==> config.mk <==
export PLATFORM = sky130hd
export DESIGN_NAME = calendar_date_stepper_unit
export DESIGN_NICKNAME = d
export VERILOG_FILES = /design/src/cdsu_pkg.sv /design/src/cdsu_ctrl.sv /design/src/cdsu_dpath.sv /design/src/calendar_date_stepper_unit.sv
export SDC_FILE = /design/constraint.sdc
export NUM_CORES = 1
export LEC_CHECK = 0
export BUFFER_PORTS_ARGS = -buffer_cell sky130_fd_sc_hd__buf_2
export CORE_MARGIN = 5
export CORE_UTILIZATION = 45
export CTS_BUF_LIST = sky130_fd_sc_hd__clkbuf_8
export CTS_CLUSTER_SIZE = 30
export DETAILED_ROUTE_END_ITERATION = 7
export PLACE_DENSITY = 0.57
export SYNTH_ARGS = -nofsm -noshare
export SYNTH_HDL_FRONTEND = slang
export SYNTH_SLANG_ARGS = --single-unit
==> constraint.sdc <==
create_clock -name i_clk -period 9 [get_ports i_clk]
set_input_delay 0.9 -clock i_clk [delete_from_list [all_inputs] [get_ports i_clk]]
set_output_delay 0.9 -clock i_clk [all_outputs]
set_load 0.05 [all_outputs]
==> src/cdsu_pkg.sv <==
// ----------------------------------------------------------------------------
// cdsu_pkg
// Shared types, constants and calendar helper functions for the date stepper.
// ----------------------------------------------------------------------------
package cdsu_pkg;

    localparam int DEF_MIN_YEAR = 1900;
    localparam int DEF_MAX_YEAR = 2200;

    localparam logic [11:0] SERIAL_FIRST = 12'd1900;
    localparam logic [11:0] SERIAL_LAST  = 12'd2200;
    localparam logic [11:0] SERIAL_GAP   = 12'd2100;

    localparam logic [3:0] MON_FEB = 4'd2;
    localparam logic [3:0] MON_DEC = 4'd12;
    localparam logic [4:0] DAY_DEC_END = 5'd31;

    typedef enum logic [2:0] {
        REQ_LOAD     = 3'd0,
        REQ_DAYS     = 3'd1,
        REQ_WEEKS    = 3'd2,
        REQ_MONTHS   = 3'd3,
        REQ_QUARTERS = 3'd4,
        REQ_YEARS    = 3'd5,
        REQ_EOM      = 3'd6,
        REQ_EOY      = 3'd7
    } t_req;

    typedef enum logic [2:0] {
        S_IDLE,
        S_DECODE,
        S_DAYS,
        S_DIV,
        S_CLAMP,
        S_FINISH
    } t_state;

    typedef struct packed {
        logic capture;
        logic decode;
        logic day_step;
        logic div_step;
        logic clamp;
        logic finish;
    } t_cmd;

    typedef struct packed {
        logic go_days;
        logic go_div;
        logic days_zero;
    } t_sts;

    // Month length; zero for a month code outside 1..12.
    function automatic logic [4:0] month_len(input logic leap, input logic [3:0] m);
        logic [4:0] len;
        case (m)
            4'd1, 4'd3, 4'd5, 4'd7, 4'd8, 4'd10, 4'd12: len = 5'd31;
            4'd4, 4'd6, 4'd9, 4'd11:                   len = 5'd30;
            4'd2:                                      len = leap ? 5'd29 : 5'd28;
            default:                                   len = 5'd0;
        endcase
        return len;
    endfunction

    // Days before the first of the month in a common year.
    function automatic logic [8:0] month_start(input logic [3:0] m);
        logic [8:0] s;
        case (m)
            4'd1:    s = 9'd0;
            4'd2:    s = 9'd31;
            4'd3:    s = 9'd59;
            4'd4:    s = 9'd90;
            4'd5:    s = 9'd120;
            4'd6:    s = 9'd151;
            4'd7:    s = 9'd181;
            4'd8:    s = 9'd212;
            4'd9:    s = 9'd243;
            4'd10:   s = 9'd273;
            4'd11:   s = 9'd304;
            4'd12:   s = 9'd334;
            default: s = 9'd0;
        endcase
        return s;
    endfunction

endpackage

==> src/cdsu_ctrl.sv <==
// ----------------------------------------------------------------------------
// cdsu_ctrl
// Request sequencer: handshakes and the command stream for the datapath.
// ----------------------------------------------------------------------------
module cdsu_ctrl import cdsu_pkg::*; (
    input  logic i_clk,
    input  logic i_rst_n,
    input  logic i_valid,
    output logic o_ready,
    output logic o_valid,
    input  logic i_ready,
    input  t_sts i_sts,
    output t_cmd o_cmd
);

    t_state r_state, n_state;
    logic   r_out_valid, n_out_valid;
    logic   out_free;

    assign out_free = !r_out_valid || i_ready;

    always_ff @(posedge i_clk) begin
        if (!i_rst_n) begin
            r_state     <= S_IDLE;
            r_out_valid <= 1'b0;
        end else begin
            r_state     <= n_state;
            r_out_valid <= n_out_valid;
        end
    end

    always_comb begin
        n_state = r_state;
        case (r_state)
            S_IDLE:   if (i_valid) n_state = S_DECODE;
            S_DECODE: begin
                if (i_sts.go_days)     n_state = S_DAYS;
                else if (i_sts.go_div) n_state = S_DIV;
                else                   n_state = S_FINISH;
            end
            S_DAYS:   if (i_sts.days_zero) n_state = S_FINISH;
            S_DIV:    n_state = S_CLAMP;
            S_CLAMP:  n_state = S_FINISH;
            S_FINISH: if (out_free) n_state = S_IDLE;
            default:  n_state = S_IDLE;
        endcase
    end

    always_comb begin
        o_cmd       = '0;
        o_ready     = 1'b0;
        n_out_valid = r_out_valid && !i_ready;
        case (r_state)
            S_IDLE: begin
                o_ready       = 1'b1;
                o_cmd.capture = i_valid;
            end
            S_DECODE: o_cmd.decode = 1'b1;
            S_DAYS:   o_cmd.day_step = !i_sts.days_zero;
            S_DIV:    o_cmd.div_step = 1'b1;
            S_CLAMP:  o_cmd.clamp = 1'b1;
            S_FINISH: begin
                o_cmd.finish = out_free;
                if (out_free) n_out_valid = 1'b1;
            end
            default: ;
        endcase
    end

    assign o_valid = r_out_valid;

endmodule

==> src/cdsu_dpath.sv <==
// ----------------------------------------------------------------------------
// cdsu_dpath
// Date registers, day stepper, divide-by-twelve unit and result registers.
// ----------------------------------------------------------------------------
module cdsu_dpath import cdsu_pkg::*; #(
    parameter int MIN_YEAR = DEF_MIN_YEAR,
    parameter int MAX_YEAR = DEF_MAX_YEAR
) (
    input  logic               i_clk,
    input  logic               i_rst_n,
    input  t_cmd               i_cmd,
    output t_sts               o_sts,
    input  logic        [2:0]  i_req_type,
    input  logic signed [12:0] i_amount,
    input  logic        [11:0] i_load_year,
    input  logic        [3:0]  i_load_month,
    input  logic        [4:0]  i_load_day,
    output logic        [11:0] o_year,
    output logic        [3:0]  o_month,
    output logic        [4:0]  o_day,
    output logic               o_date_valid,
    output logic               o_leap_year,
    output logic               o_end_of_month,
    output logic               o_end_of_year,
    output logic        [16:0] o_serial_day,
    output logic               o_status
);

    localparam logic [11:0]        MIN_Y  = 12'(MIN_YEAR);
    localparam logic [11:0]        MAX_Y  = 12'(MAX_YEAR);
    localparam logic signed [18:0] TOT_LO = 19'(MIN_YEAR * 12);
    localparam logic signed [18:0] TOT_HI = 19'(MAX_YEAR * 12 + 11);
    // Rounded-up 2^16 / 3; exact for every dividend below 2^15.
    localparam logic [30:0]        RECIP_3 = 31'd21846;

    // Stored date and per-request state.
    logic [11:0] r_year, n_year;
    logic [3:0]  r_month, n_month;
    logic [4:0]  r_day, n_day;
    logic [15:0] r_days_left, n_days_left;
    logic        r_fwd, n_fwd;
    logic        r_status, n_status;

    // Captured request.
    t_req               r_req;
    logic signed [12:0] r_amt;
    logic [11:0]        r_ly;
    logic [3:0]         r_lm;
    logic [4:0]         r_ld;

    // Divider.
    logic [16:0] r_dvd, n_dvd;
    logic [11:0] r_quo, n_quo;
    logic [3:0]  r_rem, n_rem;

    function automatic logic date_ok(input logic [11:0] y, input logic [3:0] m,
                                     input logic [4:0] d);
        logic [4:0] len;
        len = month_len(y[1:0] == 2'b00, m);
        return (y >= MIN_Y) && (y <= MAX_Y) && (len != 5'd0) && (d >= 5'd1) && (d <= len);
    endfunction

    logic               cur_ok, load_ok;
    logic signed [16:0] day_n;
    logic [16:0]        day_abs;
    logic signed [18:0] mon_n, total;
    logic               tot_ok, is_day, is_mon;
    logic [4:0]         cur_len, prev_len, tgt_len;
    logic [30:0]        quo_prod;
    logic [14:0]        quo_full;
    logic [3:0]         div_rem;

    always_comb begin
        cur_ok  = date_ok(r_year, r_month, r_day);
        load_ok = date_ok(r_ly, r_lm, r_ld);
        is_day  = (r_req == REQ_DAYS) || (r_req == REQ_WEEKS);
        is_mon  = (r_req == REQ_MONTHS) || (r_req == REQ_QUARTERS) || (r_req == REQ_YEARS);
        if (r_req == REQ_WEEKS) day_n = 17'(r_amt) * 17'sd7;
        else                    day_n = 17'(r_amt);
        day_abs = day_n[16] ? 17'(-day_n) : 17'(day_n);
        case (r_req)
            REQ_QUARTERS: mon_n = 19'(r_amt) * 19'sd3;
            REQ_YEARS:    mon_n = 19'(r_amt) * 19'sd12;
            default:      mon_n = 19'(r_amt);
        endcase
        total = $signed({3'b000, r_year, 4'b0000} - {5'b00000, r_year, 2'b00})
                + $signed({15'd0, r_month}) - 19'sd1 + mon_n;
        tot_ok   = (total >= TOT_LO) && (total <= TOT_HI);
        cur_len  = month_len(r_year[1:0] == 2'b00, r_month);
        prev_len = month_len(r_year[1:0] == 2'b00, r_month - 4'd1);
        tgt_len  = month_len(r_quo[1:0] == 2'b00, r_rem + 4'd1);
        // Month count divided by twelve: drop two bits, then divide by three
        // with a reciprocal multiply. The remainder needs only the low bits.
        quo_prod = {16'd0, r_dvd[16:2]} * RECIP_3;
        quo_full = quo_prod[30:16];
        div_rem  = r_dvd[3:0] - {quo_full[0], 3'b000} - {quo_full[1:0], 2'b00};
    end

    assign o_sts.go_days   = is_day && cur_ok && (day_n > 17'sd0 || day_n < 17'sd0);
    assign o_sts.go_div    = is_mon && cur_ok && tot_ok;
    assign o_sts.days_zero = (r_days_left == 16'd0);

    always_comb begin
        n_year      = r_year;
        n_month     = r_month;
        n_day       = r_day;
        n_days_left = r_days_left;
        n_fwd       = r_fwd;
        n_status    = r_status;
        n_dvd       = r_dvd;
        n_quo       = r_quo;
        n_rem       = r_rem;
        if (i_cmd.decode) begin
            n_status = 1'b0;
            if (r_req == REQ_LOAD) begin
                if (load_ok) begin
                    n_year  = r_ly;
                    n_month = r_lm;
                    n_day   = r_ld;
                end else begin
                    n_status = 1'b1;
                end
            end else if (!cur_ok) begin
                n_status = 1'b1;
            end else if (is_day) begin
                n_fwd       = !day_n[16];
                n_days_left = day_abs[15:0];
            end else if (is_mon) begin
                n_status = !tot_ok;
                n_dvd    = total[16:0];
                n_quo    = '0;
                n_rem    = '0;
            end else if (r_req == REQ_EOM) begin
                n_day = cur_len;
            end else begin
                n_month = MON_DEC;
                n_day   = DAY_DEC_END;
            end
        end
        if (i_cmd.day_step) begin
            n_days_left = r_days_left - 16'd1;
            if (r_fwd) begin
                if (r_day < cur_len) begin
                    n_day = r_day + 5'd1;
                end else if (r_month < MON_DEC) begin
                    n_month = r_month + 4'd1;
                    n_day   = 5'd1;
                end else if (r_year < MAX_Y) begin
                    n_year  = r_year + 12'd1;
                    n_month = 4'd1;
                    n_day   = 5'd1;
                end else begin
                    n_days_left = '0;
                end
            end else begin
                if (r_day > 5'd1) begin
                    n_day = r_day - 5'd1;
                end else if (r_month > 4'd1) begin
                    n_month = r_month - 4'd1;
                    n_day   = prev_len;
                end else if (r_year > MIN_Y) begin
                    n_year  = r_year - 12'd1;
                    n_month = MON_DEC;
                    n_day   = DAY_DEC_END;
                end else begin
                    n_days_left = '0;
                end
            end
        end
        if (i_cmd.div_step) begin
            n_quo = quo_full[11:0];
            n_rem = div_rem;
        end
        if (i_cmd.clamp) begin
            n_year  = r_quo;
            n_month = r_rem + 4'd1;
            if (r_day > tgt_len) n_day = tgt_len;
        end
    end

    always_ff @(posedge i_clk) begin
        if (!i_rst_n) begin
            r_year      <= '0;
            r_month     <= '0;
            r_day       <= '0;
            r_days_left <= '0;
        end else begin
            r_year      <= n_year;
            r_month     <= n_month;
            r_day       <= n_day;
            r_days_left <= n_days_left;
        end
    end

    always_ff @(posedge i_clk) begin
        r_fwd    <= n_fwd;
        r_status <= n_status;
        r_dvd    <= n_dvd;
        r_quo    <= n_quo;
        r_rem    <= n_rem;
        if (i_cmd.capture) begin
            r_req <= t_req'(i_req_type);
            r_amt <= i_amount;
            r_ly  <= i_load_year;
            r_lm  <= i_load_month;
            r_ld  <= i_load_day;
        end
    end

    // Result flags and serial day number, registered at the end of a request.
    logic        leap, in_span;
    logic [8:0]  yy;
    logic [16:0] serial;

    always_comb begin
        leap    = (r_year[1:0] == 2'b00);
        in_span = cur_ok && (r_year >= SERIAL_FIRST) && (r_year <= SERIAL_LAST);
        yy      = 9'(r_year - SERIAL_FIRST);
        serial  = 17'(yy) * 17'd365 + 17'((r_year - 12'd1) >> 2) - 17'd474
                  - 17'(r_year > SERIAL_GAP) + 17'(month_start(r_month))
                  + 17'((r_month > MON_FEB) && leap) + 17'(r_day);
    end

    always_ff @(posedge i_clk) begin
        if (i_cmd.finish) begin
            o_year         <= r_year;
            o_month        <= r_month;
            o_day          <= r_day;
            o_date_valid   <= cur_ok;
            o_leap_year    <= leap;
            o_end_of_month <= (cur_len != 5'd0) && (r_day == cur_len);
            o_end_of_year  <= (r_month == MON_DEC) && (r_day == DAY_DEC_END);
            o_serial_day   <= in_span ? serial : 17'd0;
            o_status       <= r_status;
        end
    end

endmodule

==> src/calendar_date_stepper_unit.sv <==
// ----------------------------------------------------------------------------
// calendar_date_stepper_unit
// Holds one calendar date and serves load, add and end-of-period requests.
// ----------------------------------------------------------------------------
//
//  Channel   Direction  Handshake           Content
//  request   in         i_valid / o_ready   req_type, amount, load date
//  reply     out        o_valid / i_ready   date, flags, serial day, status
//
// A load or end-of-period request goes from decode straight to the reply.
// A day or week move walks the date one day per cycle until its count is
// used up or a year bound is met; the largest week move steps 28672 days.
// In month, quarter and year moves, one reciprocal multiplication splits the
// month count into year and month, and the day is clamped in the next cycle,
// before the reply is registered.
// Reset is synchronous and active low; it clears the date to zero, which is
// not a valid date, so moves are rejected until a good load.
// The reply sits in an output register; a new request item is taken while it
// waits, and that item's reply is held back until the register is free.
module calendar_date_stepper_unit import cdsu_pkg::*; #(
    parameter int MIN_YEAR = DEF_MIN_YEAR,
    parameter int MAX_YEAR = DEF_MAX_YEAR
) (
    input  logic               i_clk,
    input  logic               i_rst_n,
    input  logic               i_valid,
    output logic               o_ready,
    input  logic        [2:0]  i_req_type,
    input  logic signed [12:0] i_amount,
    input  logic        [11:0] i_load_year,
    input  logic        [3:0]  i_load_month,
    input  logic        [4:0]  i_load_day,
    output logic               o_valid,
    input  logic               i_ready,
    output logic        [11:0] o_year,
    output logic        [3:0]  o_month,
    output logic        [4:0]  o_day,
    output logic               o_date_valid,
    output logic               o_leap_year,
    output logic               o_end_of_month,
    output logic               o_end_of_year,
    output logic        [16:0] o_serial_day,
    output logic               o_status
);

    t_cmd cmd;
    t_sts sts;

    // The sequencer owns both handshakes and steps the datapath by command.
    cdsu_ctrl u_ctrl (
        .i_clk   (i_clk),
        .i_rst_n (i_rst_n),
        .i_valid (i_valid),
        .o_ready (o_ready),
        .o_valid (o_valid),
        .i_ready (i_ready),
        .i_sts   (sts),
        .o_cmd   (cmd)
    );

    // The datapath holds the date, the day counter, the divider and the reply.
    cdsu_dpath #(
        .MIN_YEAR (MIN_YEAR),
        .MAX_YEAR (MAX_YEAR)
    ) u_dpath (
        .i_clk          (i_clk),
        .i_rst_n        (i_rst_n),
        .i_cmd          (cmd),
        .o_sts          (sts),
        .i_req_type     (i_req_type),
        .i_amount       (i_amount),
        .i_load_year    (i_load_year),
        .i_load_month   (i_load_month),
        .i_load_day     (i_load_day),
        .o_year         (o_year),
        .o_month        (o_month),
        .o_day          (o_day),
        .o_date_valid   (o_date_valid),
        .o_leap_year    (o_leap_year),
        .o_end_of_month (o_end_of_month),
        .o_end_of_year  (o_end_of_year),
        .o_serial_day   (o_serial_day),
        .o_status       (o_status)
    );

endmodule
======== Word level (Yosys, flattened, before mapping) ========
Memory sizes are Yosys's and may differ from the RTL's. A register that Yosys moved wholly into a read port is not among the register bits.
Cells that the tools add are included.
word-level totals
  register bits after elaboration ......... 156
  bits in latches ......................... 0
  memory bits (writable) .................. 0
  memory bits (read-only) ................. 144
  input bits .............................. 41
  output and inout port bits .............. 45
  word-level logic and storage cells ...... 300
  memories ................................ 1
operators by class
  add/sub/neg operators ................... 23
  $mul .................................... 5
  divide/modulo/power cells ............... 0
  $lt $le $gt $ge ......................... 21
  eq/ne operators ......................... 67
  shift-type cells ........................ 0
  mux-type cells .......................... 100
  bitwise logic cells ..................... 2
  reductions and logical operators ........ 56
memory list
  name              words  width  rd ports  clocked after memory_dff  wr ports  line            RTL
  (name not given)  16     9      1         1                         0         cdsu_pkg.sv:68  case (m)
operators by type and width
  kind                                                                  number
  2-to-1 mux 12 bit                                                     18
  2-to-1 mux 16 bit                                                     13
  2-to-1 mux 4 bit                                                      23
  2-to-1 mux 5 bit                                                      17
  == test 4 bit (second input constant)                                 20
  == test 4 x 3 -> 1 bit (second input constant)                        16
  one-hot mux 5 bit (3 select lines)                                    4
  one-hot mux 19 bit (2 select lines)                                   1
  == test 4 x 2 -> 1 bit (second input constant)                        8
  multiplier 13 x 3 -> 16 bit (second input constant)                   2
  OR reduction 7 bit                                                    4
  multiplier 15 x 14 -> 27 bit (second input constant)                  1
  greater-or-equal comparator 12 x 11 -> 1 bit (second input constant)  2
  <= comparator 12 bit (second input constant)                          2
  adder 19 bit                                                          1
  adder 19 x 5 -> 19 bit                                                1
  greater-or-equal comparator 19 x 16 -> 1 bit (second input constant)  1
  <= comparator 19 x 16 -> 1 bit (second input constant)                1
  logical AND 1 bit                                                     19
  subtractor 19 x 2 -> 19 bit (second input constant)                   1
  one-hot mux 3 bit (6 select lines)                                    1
  adder 17 x 1 -> 17 bit                                                1
  adder 17 x 15 -> 17 bit                                               1
  adder 17 x 5 -> 17 bit                                                1
  53 further kinds                                                      115

======== Depth between registers and ports, before layout ========
Gate-level depths: netlist (run 1).
  depth in word-level cells ............... 17
  gate-level depth with buffers ........... 26
  depth with buffers taken out ............ 26

======== Hierarchy ========
A second synthesis (run 1) with hierarchy kept.
unflattened totals
  cell total of the unflattened synthesis .. 2087
  area, all modules ....................... 19267.2 um2
modules (own cells, without submodules)
  module      instances  cells an instance  area an instance (um2)  sequential area each (um2)
  cdsu_dpath  1          2055               19024.5                 4374.2
  cdsu_ctrl   1          32                 242.7                   80.1

======== Worst setup path before layout (run 1) ========
No wires, ideal clock.
  path kind ............................... register to register
  from .................................... reg u_dpath.r_year[2]
  to ...................................... reg u_dpath.o_serial_day[15], data pin
  library setup time ...................... 263 ps
  arrival time ............................ 6072 ps
  data required time ...................... 8737 ps
  setup slack ............................. 2666 ps
  stages on the path, launching flop included .. 24
  buffers on the path ..................... 1
  clock period less this slack ............ 6334 ps
  cell sequence ........................... dfxtp_1 inv_1 ha_1 a21bo_2 or3_1 clkbuf_1 or3_1 nand2b_1 nor2_1 xnor2_1 fa_1 ha_1 inv_1 fa_1 inv_1 fa_1 fa_1 ha_1 or2_2 o22ai_1 o21ai_0 o41ai_1 o21ai_0 mux2i_1
on the way
  longest elaborated chain between the ends .. 8
  elaborated cells on any way between the ends .. 18
  those cells by class .................... add/sub (8); mul (1); order compare (3); reduce/logical (6)
RTL lines
  item                         line               RTL
  start: declaration           cdsu_dpath.sv:37   logic [11:0] r_year, n_year;
  start signal: assignment     cdsu_dpath.sv:188  r_year <= n_year;
  subtractor 9 bit             cdsu_dpath.sv:218  yy = 9'(r_year - SERIAL_FIRST);
  multiplier 9 x 9 -> 17 bit   cdsu_dpath.sv:219  serial = 17'(yy) * 17'd365 + 17'((r_year - 12'd1) >> 2) - 17'd474
  adder 17 x 15 -> 17 bit      cdsu_dpath.sv:219
  subtractor 17 x 9 -> 17 bit  cdsu_dpath.sv:219
  subtractor 17 x 1 -> 17 bit  cdsu_dpath.sv:220  - 17'(r_year > SERIAL_GAP) + 17'(month_start(r_month))
  adder 17 x 9 -> 17 bit       cdsu_dpath.sv:220
  adder 17 x 1 -> 17 bit       cdsu_dpath.sv:221  + 17'((r_month > MON_FEB) && leap) + 17'(r_day);
  adder 17 x 5 -> 17 bit       cdsu_dpath.sv:221
  end signal: assignment       cdsu_dpath.sv:233  o_serial_day <= in_span ? serial : 17'd0;
  end: declaration             cdsu_dpath.sv:25   output logic [16:0] o_serial_day,
Several ways; a longest one is shown, not always the timed one.
A chain may end at the register's enable or synchronous reset.

======== Worst setup path in the final report (run 1) ========
Same ends and word-level chain as after synthesis.

==> key figures, run 1 <==
Clocking
  • Setup bufs post-CTS: 0
  • Clock Tree Root: clkbuf_8
  • Clock Latency Late Sink: 0.55 ns
  • CTS tree: done
  • Reg clk slew, reported paths: 0.10 ns
  • Hold buffer count at cts: 0
  • H-tree Lvls: 4
  • Total CTS buffers: 17
  • Clock sinks: 165
  • Clk buf depth: 2
  • Post-cts sizing count: 0

Timing
  • Final setup margin: 1.964 ns
  • Final Critical Period: 7.036 ns
  • Setup Skew: 0.02356 ns
  • Worst Tran Pin Value: 1.109 ns
  • RSZ-0062 raised after global routing: no
  • Final setup violation count: 0
  • Max frequency: 142.1 MHz
  • Relative slew slack: 25.55%
  • Final period utilization: 78.18%
  • Final Hold Viols: 0
  • Max Slew Vio Count: 0
  • Final setup TNS: 0 ns

Route
  • Drt drc: 0
  • DRT met1 WL: 25430 um
  • Pre-antenna DRT Iters: 5
  • Initial DRC Count: 1272
  • Met3 WL: 3355 um
  • Wire per inst: 19.78 um
  • WL met2: 26180 um
  • DRT antenna net count: 0
  • Vias: 16.16k
  • Routed wire length: 55980 um
  • Top routing layer used: met4
  • Vias per inst: 5.711

Setup path
  • Slowest-stage cell, CP: dfxtp_1
  • Reg2Reg Depth: 22
  • CP required: 9.30 ns
  • CP Capture Type: register
  • R2r startpoint: u_dpath.r_year[2]
  • Worst Setup Path Type: register to register
  • Crit-path max cell delay: 0.71 ns
  • CP arrival: 7.34 ns
  • R2r setup slk: 1.96 ns
  • Worst-path maximum fanout: 12
  • Worst setup SP type: register
  • CP dominant cell by count: fa_1
  • RR Endpoint: u_dpath.o_serial_day[15]
  • Critical path, cell by cell: inv_1, ha_1, a21bo_2, or3_1, or3_1, nand2b_1, nor2_1, xnor2_1, fa_1, ha_1, inv_1, fa_1, inv_1, fa_1, fa_1, ha_1, or2_2, o22ai_1, o21ai_0, o41ai_1, o21ai_0, mux2i_1

Synth
  • Post-Synthesis Mean Instance Area: 8.990 um2
  • Cell taking the most area after synthesis: ha_1
  • Synthesis Warnings: 0
  • Post-synthesis cell count: 2176
  • Netlist cell types: 89
  • Post-synthesis sequential area ratio: 22.77%
  • Post-Syn Area: 19560 um2
  • Ys flop type: edfxtp_1
  • Synth Register Bits: 165
  • Synth top area cells: ha_1 (19%), edfxtp_1 (18%), fa_1 (14%)
  • Yosys top cell area share: 18.55%
  • Syn_nets: 2639
  • Post-synth EDFFs: 115
  • Fraction of registers with async set/reset: 0%

Final layout
  • Post-layout util: 48.68%
  • Fill cells: 4150
  • Syn-to-layout area delta: 7.202%
  • Commonest non-fill, non-tap cell in the layout: inv_1
  • Final Net Count: 2694
  • Commonest cells after routing, fill and taps aside: inv_1 (307), ha_1 (290), nor2_1 (154)
  • Final std cells w/o fill: 2830
  • Share of layout cells above drive strength 1: 8.289%

Min path
  • Hold_sp: u_dpath.r_status
  • Worst Hold Class: register to register
  • Number of cells on the worst hold path: 0
  • Worst hold endpoint: u_dpath.o_status

Die
  • Row cnt: 76
  • Die span in x: 218.5 um
  • Core Region: 43080 um2
  • I/O Pins: 86
  • Initial Util: 45.41%
  • DIE AREA: 47740 um2
  • Die height: 218.5 um

Placement
  • Dpl ws: 2.036 ns
  • Port bufs: 85
  • Detailed placer's ending HPWL: 45270 um
  • Placed cells: 2797
  • Routability Congestion: 0.9424

Power and ir drop
  • Pwr/cell area: 352.6 nW/um2
  • Leak: 9.358 nW
  • Max VDD drop: 397.7 uV

GRT
  • GRT Util Overall: 23.48%
  • Initial antenna violation count: 1
  • First-pass GRT wire length: 87770 um
  • Vias in the first global route: 15.87k
  • Pin count of the biggest net entering global routing: 38
  • Global route overflow: 0

Job
  • Max_cap viols: 0

Run status
  • Status: finished, final reports clean
[how the worst max path moves through the flow]
stage / startpoint / end
2_1_floorplan: u_dpath.r_year[2] / u_dpath.o_serial_day[15]
3_3_place_gp: u_dpath.r_year[2] / u_dpath.o_serial_day[15]
3_5_place_dp: u_dpath.r_year[2] / u_dpath.o_serial_day[15]
4_1_cts: u_dpath.r_year[2] / u_dpath.o_serial_day[15]
5_1_grt: u_dpath.r_year[0] / u_dpath.o_serial_day[15]
6_report: u_dpath.r_year[2] / u_dpath.o_serial_day[15]
[power by group]
group          switching, W  internal (W)  total [W]
Clock              0.000345      0.000211   0.000556
Sequential        0.0000951      0.000971    0.00107
Combinational       0.00332       0.00245    0.00577
Total               0.00376       0.00364    0.00739
[registers in the layout, indices dropped and copies added, names as in the netlist, 3 cells and up, named ones only]
name                  cells
u_dpath.r_quo            12
u_dpath.r_amt            13
u_ctrl.r_state            3
u_dpath.r_rem             4
u_dpath.r_ly             12
u_dpath.o_month           4
u_dpath.o_day             5
u_dpath.r_month           4
u_dpath.o_serial_day     17
u_dpath.r_year           12
u_dpath.r_dvd            17
u_dpath.r_days_left      16
u_dpath.r_lm              4
u_dpath.r_ld              5
u_dpath.r_day             5
u_dpath.r_req             3
u_dpath.o_year           12
[final cells by class]
class                           count  area (um2)  share of cell area, %
Antenna cell                        1       2.502                0.01193
Clock buffer                       18       247.7                  1.181
Clock inverter                     14       136.4                 0.6503
Inverter                          309        1160                  5.531
Multi-Input combinational cell   1637       13690                  65.29
Sequential cell                   165        4454                  21.24
Tap cell                          585       732.0                  3.490
Timing Repair Buffer              101       545.5                  2.601
[kinds of logic after synthesis]
kind of cell | after synthesis | share of synthesized area [%]
and+or+nand+nor | 561 | 14.01
AOI/OAI and AO/OA | 523 | 17.80
adders and majority gates | 423 | 32.11
buffers and inverters | 374 | 7.279
DFF | 165 | 22.77
xor gates and xnor gates | 105 | 4.701
muxes | 25 | 1.330
[metrics by stage]
step,total power (W),area [um2],hold WS (ns)
3_3_place_gp,0.006697,20580,0.4009
5_1_grt,0.008226,20970,0.4444
6_report,0.007394,20970,0.4300
4_1_cts,0.007411,20970,0.4311
3_5_place_dp,0.006795,20580,0.4208
2_1_floorplan,0.005593,19560,0.4003
[metal layers]
metal  vias up  global-route usage, %
li1       7784                      -
met1      7821                  32.49
met2       495                  38.81
met3        62                  3.574
met4         0                  5.903
met5         -                      0
[Yosys cell counts (20+ instances only)]
| cell type | count |
|---|---|
| a21o_1 | 26 |
| a21oi_1 | 145 |
| a31oi_1 | 20 |
| clkbuf_1 | 57 |
| dfxtp_1 | 50 |
| edfxtp_1 | 115 |
| fa_1 | 132 |
| ha_1 | 290 |
| inv_1 | 306 |
| nand2_1 | 136 |
| nand2b_1 | 23 |
| nand3_1 | 34 |
| nor2_1 | 155 |
| nor2b_1 | 23 |
| nor3_1 | 63 |
| o21a_1 | 21 |
| o21ai_0 | 111 |
| or3_1 | 21 |
| xnor2_1 | 74 |
| xor2_1 | 31 |
[critical path: cells and delay by family (launching register included)]
kind                     cells  cell delay (ns)
AO/OA/AOI/OAI                5             1.19
XOR/XNOR                     1             0.17
adder cells (fa/ha/maj)      7             2.72
buffers and inverters        3             0.44
flip-flops                   1             0.71
multiplexers                 1             0.14
AND/OR/NAND/NOR              5             1.42
Note: power is estimated with default switching activity, not from simulation.
==> run 2: changes to the inputs <==
--- a/config.mk
+++ b/config.mk
@@ -5,13 +5,14 @@
 export SDC_FILE = /design/constraint.sdc
 export NUM_CORES = 1
 export LEC_CHECK = 0
+export ABC_AREA = 1
 export BUFFER_PORTS_ARGS = -buffer_cell sky130_fd_sc_hd__buf_2
 export CORE_MARGIN = 5
 export CORE_UTILIZATION = 45
 export CTS_BUF_LIST = sky130_fd_sc_hd__clkbuf_8
 export CTS_CLUSTER_SIZE = 30
 export DETAILED_ROUTE_END_ITERATION = 7
-export PLACE_DENSITY = 0.57
+export PLACE_DENSITY = 0.6
 export SYNTH_ARGS = -nofsm -noshare
 export SYNTH_HDL_FRONTEND = slang
 export SYNTH_SLANG_ARGS = --single-unit
==> constraint.sdc (replaced) <==
create_clock -name i_clk -period 5.7 [get_ports i_clk]
set_input_delay 0.57 -clock i_clk [delete_from_list [all_inputs] [get_ports i_clk]]
set_output_delay 0.57 -clock i_clk [all_outputs]
set_load 0.05 [all_outputs]
==> key figures, run 2 <==
GRT
  • Grt met1 use: 30.10% (-2.4 points)
  • First-pass GRT wire length: 86400 um (-1.6%)
  • Initial antenna violation count: 0 (-1)
  • GR peak layer: met2
  • Pin count of the biggest net entering global routing: 38 (unchanged)
  • GR Layer Usage met3: 4.294% (+0.72 points)
  • Met2 Track Usage GR: 37.94% (-0.87 points)
  • Vias in the first global route: 16.62k (+4.7%)
  • Global route overflow: 0 (unchanged)
  • GRT Util Overall: 23.05% (-0.44 points)

Synth
  • Post-Synthesis Mean Instance Area: 8.053 um2 (-10%)
  • Post-synthesis cell count: 2434 (+12%)
  • Commonest cells in the netlist: inv_1 (473), nand2_1 (387), ha_1 (290)
  • Yosys top cell area share: 18.51% (-0.037 points)
  • Synth Register Bits: 165 (unchanged)
  • Cell taking the most area after synthesis: ha_1
  • Synth top area cells: ha_1 (19%), edfxtp_1 (18%), fa_1 (13%)
  • Netlist cell types: 61 (-31%)
  • Post-Syn Area: 19600 um2 (+0.20%)
  • Synthesis Warnings: 0 (unchanged)
  • Post-synth EDFFs: 115 (unchanged)
  • Most frequent cell after synthesis: inv_1
  • Post-synthesis sequential area ratio: 22.72% (-0.045 points)
  • Fraction of registers with async set/reset: 0% (unchanged)
  • Ys flop type: edfxtp_1
  • Syn_nets: 2897 (+9.8%)

Timing
  • Final period utilization: 96.52% (+18 points)
  • Worst Tran Pin Value: 1.017 ns (-0.09265 ns)
  • Final setup violation count: 0 (unchanged)
  • Final setup TNS: 0 ns (unchanged)
  • Relative slew slack: 32.07% (+6.5 points)
  • RSZ-0062 raised after global routing: yes
  • Max Slew Vio Count: 0 (unchanged)
  • Max frequency: 181.8 MHz (+28%)
  • Final Hold Viols: 0 (unchanged)
  • Setup Skew: 0.01898 ns (-0.004577 ns)
  • Final Critical Period: 5.502 ns (-1.534 ns)

Setup path
  • Worst setup SP type: register
  • Crit-path max cell delay: 0.56 ns (-0.15 ns)
  • CP arrival: 5.79 ns (-1.55 ns)
  • Worst Setup Path Type: register to register
  • CP dominant cell by count: fa_1
  • CP required: 5.99 ns (-3.31 ns)
  • CP Capture Type: register
  • Slowest-stage cell, CP: fa_1
  • Critical path, cell by cell: ha_4, inv_1, fa_1, fa_1, inv_1, fa_1, fa_1, fa_1, ha_4, nand2_2, nor2_1, inv_1, o221ai_2, a21oi_2, buf_4, xor2_2, inv_1, ha_1, xnor2_2, xor2_1, xor2_1, nor2_1
  • R2r startpoint: u_dpath.r_dvd[3]
  • Worst Setup SP: u_dpath.r_dvd[3]
  • Worst-path maximum fanout: 2 (-10)

Placement
  • Placed cells: 3130 (+12%)
  • Port bufs: 85 (unchanged)
  • Routability Congestion: 0.9954 (+5.6%)
  • Detailed placer's ending HPWL: 44580 um (-1.5%)

Power and ir drop
  • Combinational share of power: 72.9% (-5.2 points)
  • Pwr/cell area: 405.9 nW/um2 (+15%)
  • Power, Total: 0.008888 W (+20%)
  • Leak: 10.73 nW (+15%)
  • Switching Share: 51.27% (+0.44 points)
  • Part of the power in registers: 16.7% (+2.3 points)
  • Max VDD drop: 518.6 uV (+30%)
  • Clock group share of total power: 10.4% (+2.9 points)
  • Internal: 0.004331 W (+19%)
  • Sw power: 0.004556 W (+21%)

Min path
  • Hold_sp: i_load_year[7]
  • Worst Hold Class: input pin to register

Final layout
  • Area taken by flip-flops and latches: 4458 um2 (about the same)
  • Post-layout util: 50.84% (+2.2 points)
  • Fill cells: 4205 (+1.3%)
  • Commonest non-fill, non-tap cell in the layout: inv_1
  • Share of layout cells above drive strength 1: 12.43% (+4.1 points)
  • Footprint of the multi-input gates: 13400 um2 (-2.1%)
  • Diodes inserted: 0 (-1)
  • Largest regs: u_dpath.o_serial_day x17, u_dpath.r_dvd x17, u_dpath.r_days_left x16
  • Commonest cells after routing, fill and taps aside: inv_1 (471), nand2_1 (384), ha_1 (277)
  • Final std cells w/o fill: 3175 (+12%)
  • Final Net Count: 3040 (+13%)
  • Syn-to-layout area delta: 11.72%

Route
  • Vias: 16.64k (+3.0%)
  • Routed wire length: 54180 um (-3.2%)
  • Pre-antenna DRT Iters: 5 (unchanged)
  • Vias per inst: 5.242 (-8.2%)
  • DRT antenna net count: 0 (unchanged)
  • Wire per inst: 17.06 um (-14%)
  • Drt drc: 0 (unchanged)
  • Initial DRC Count: 1084 (-15%)

Clocking
  • Clock Tree Root: clkbuf_8
  • Clock sinks: 165 (unchanged)
  • Clk buf depth: 2 (unchanged)
  • Total CTS buffers: 17 (unchanged)
  • H-tree Lvls: 4 (unchanged)
  • Clock Latency Late Sink: 0.55 ns (about the same)
  • Hold buffer count at cts: 0 (unchanged)
  • CTS tree: done
  • Reg clk slew, reported paths: 0.09 ns (about the same)

Die
  • Row cnt: 76 (unchanged)
  • DIE AREA: 47830 um2 (+0.19%)
  • I/O Pins: 86 (unchanged)
  • Core Region: 43080 um2 (unchanged)
  • Die height: 218.7 um (about the same)
  • Die span in x: 218.7 um (about the same)
  • Initial Util: 45.50% (+0.090 points)

Run status
  • Status: finished, final reports clean

Job
  • Max_cap viols: 0 (unchanged)
run 2: path summary, 6_finish.rpt:
check                                   endpoint  slack [ns]  cells after the start
worst min-delay path             u_dpath.r_ly[7]        0.19                      1
worst max-delay path            u_dpath.r_rem[3]        0.20                     22
worst max register to register  u_dpath.r_rem[3]        0.20                     22
worst min register to register  u_dpath.o_status        0.43                      0
run 2: cells by family after synthesis:
family	after synthesis	synth area share, %
simple gates	785	17.55
buf+inv	536	10.64
compound gates	422	12.44
fa+ha+maj	422	31.99
flops	165	22.72
xor+xnor	104	4.647
run 2: timing repair:
item,CTS,global route
pin swaps,2,23
setup buffers,2,11
endpoints found under the setup margin,2,14
gates resized for setup,5,63
run 2: critical path: cells and delay by family (launching register included):
kind	cells	cell delay, ns
adders and majority gates	8	3.32
xor gates and xnor gates	4	0.64
DFF	1	0.44
buffers and inverters	5	0.39
AOI/OAI and AO/OA	2	0.22
and+or+nand+nor	3	0.20
run 2: through the flow:
step / setup WS, ns / instance area [um2] / hold slack, ns
3_3_place_gp: 0.07698 / 21070 / 0.4051
4_1_cts: 0.01702 / 21530 / 0.1266
5_1_grt: -0.1808 / 21900 / 0.1436
2_1_floorplan: 0.06116 / 19610 / 0.4003
3_5_place_dp: -0.04317 / 21070 / 0.4093
6_report: 0.1981 / 21900 / 0.1890
run 2: metal layers:
| metal | wire, um | vias to the layer above | part of all wire (%) |
|---|---|---|---|
| met2 | 25210 | 450 | 47 |
| li1 | - | 8265 | - |
| met1 | 24070 | 7841 | 44 |
| met4 | 1770 | 0 | 3.3 |
| met3 | 3130 | 87 | 5.8 |
| met5 | 0 | - | 0 |
run 2: final cells by class:
type	count	share of cell area [%]
timing repair buffer	165	4.685
clock inverter	11	0.5714
tap	585	3.342
inverter	495	8.530
multi-input combinational	1733	61.19
sequential	165	20.36
clock buffer	21	1.320
run 2: power groups by stage:
stage,logic (W),registers [W],clock network (W)
2_1_floorplan,0.00451,0.00153,0
3_3_place_gp,0.00583,0.00151,0
3_5_place_dp,0.00592,0.00152,0
4_1_cts,0.00603,0.00149,0.000957
5_1_grt,0.00743,0.00150,0.00100
6_report,0.00648,0.00149,0.000920
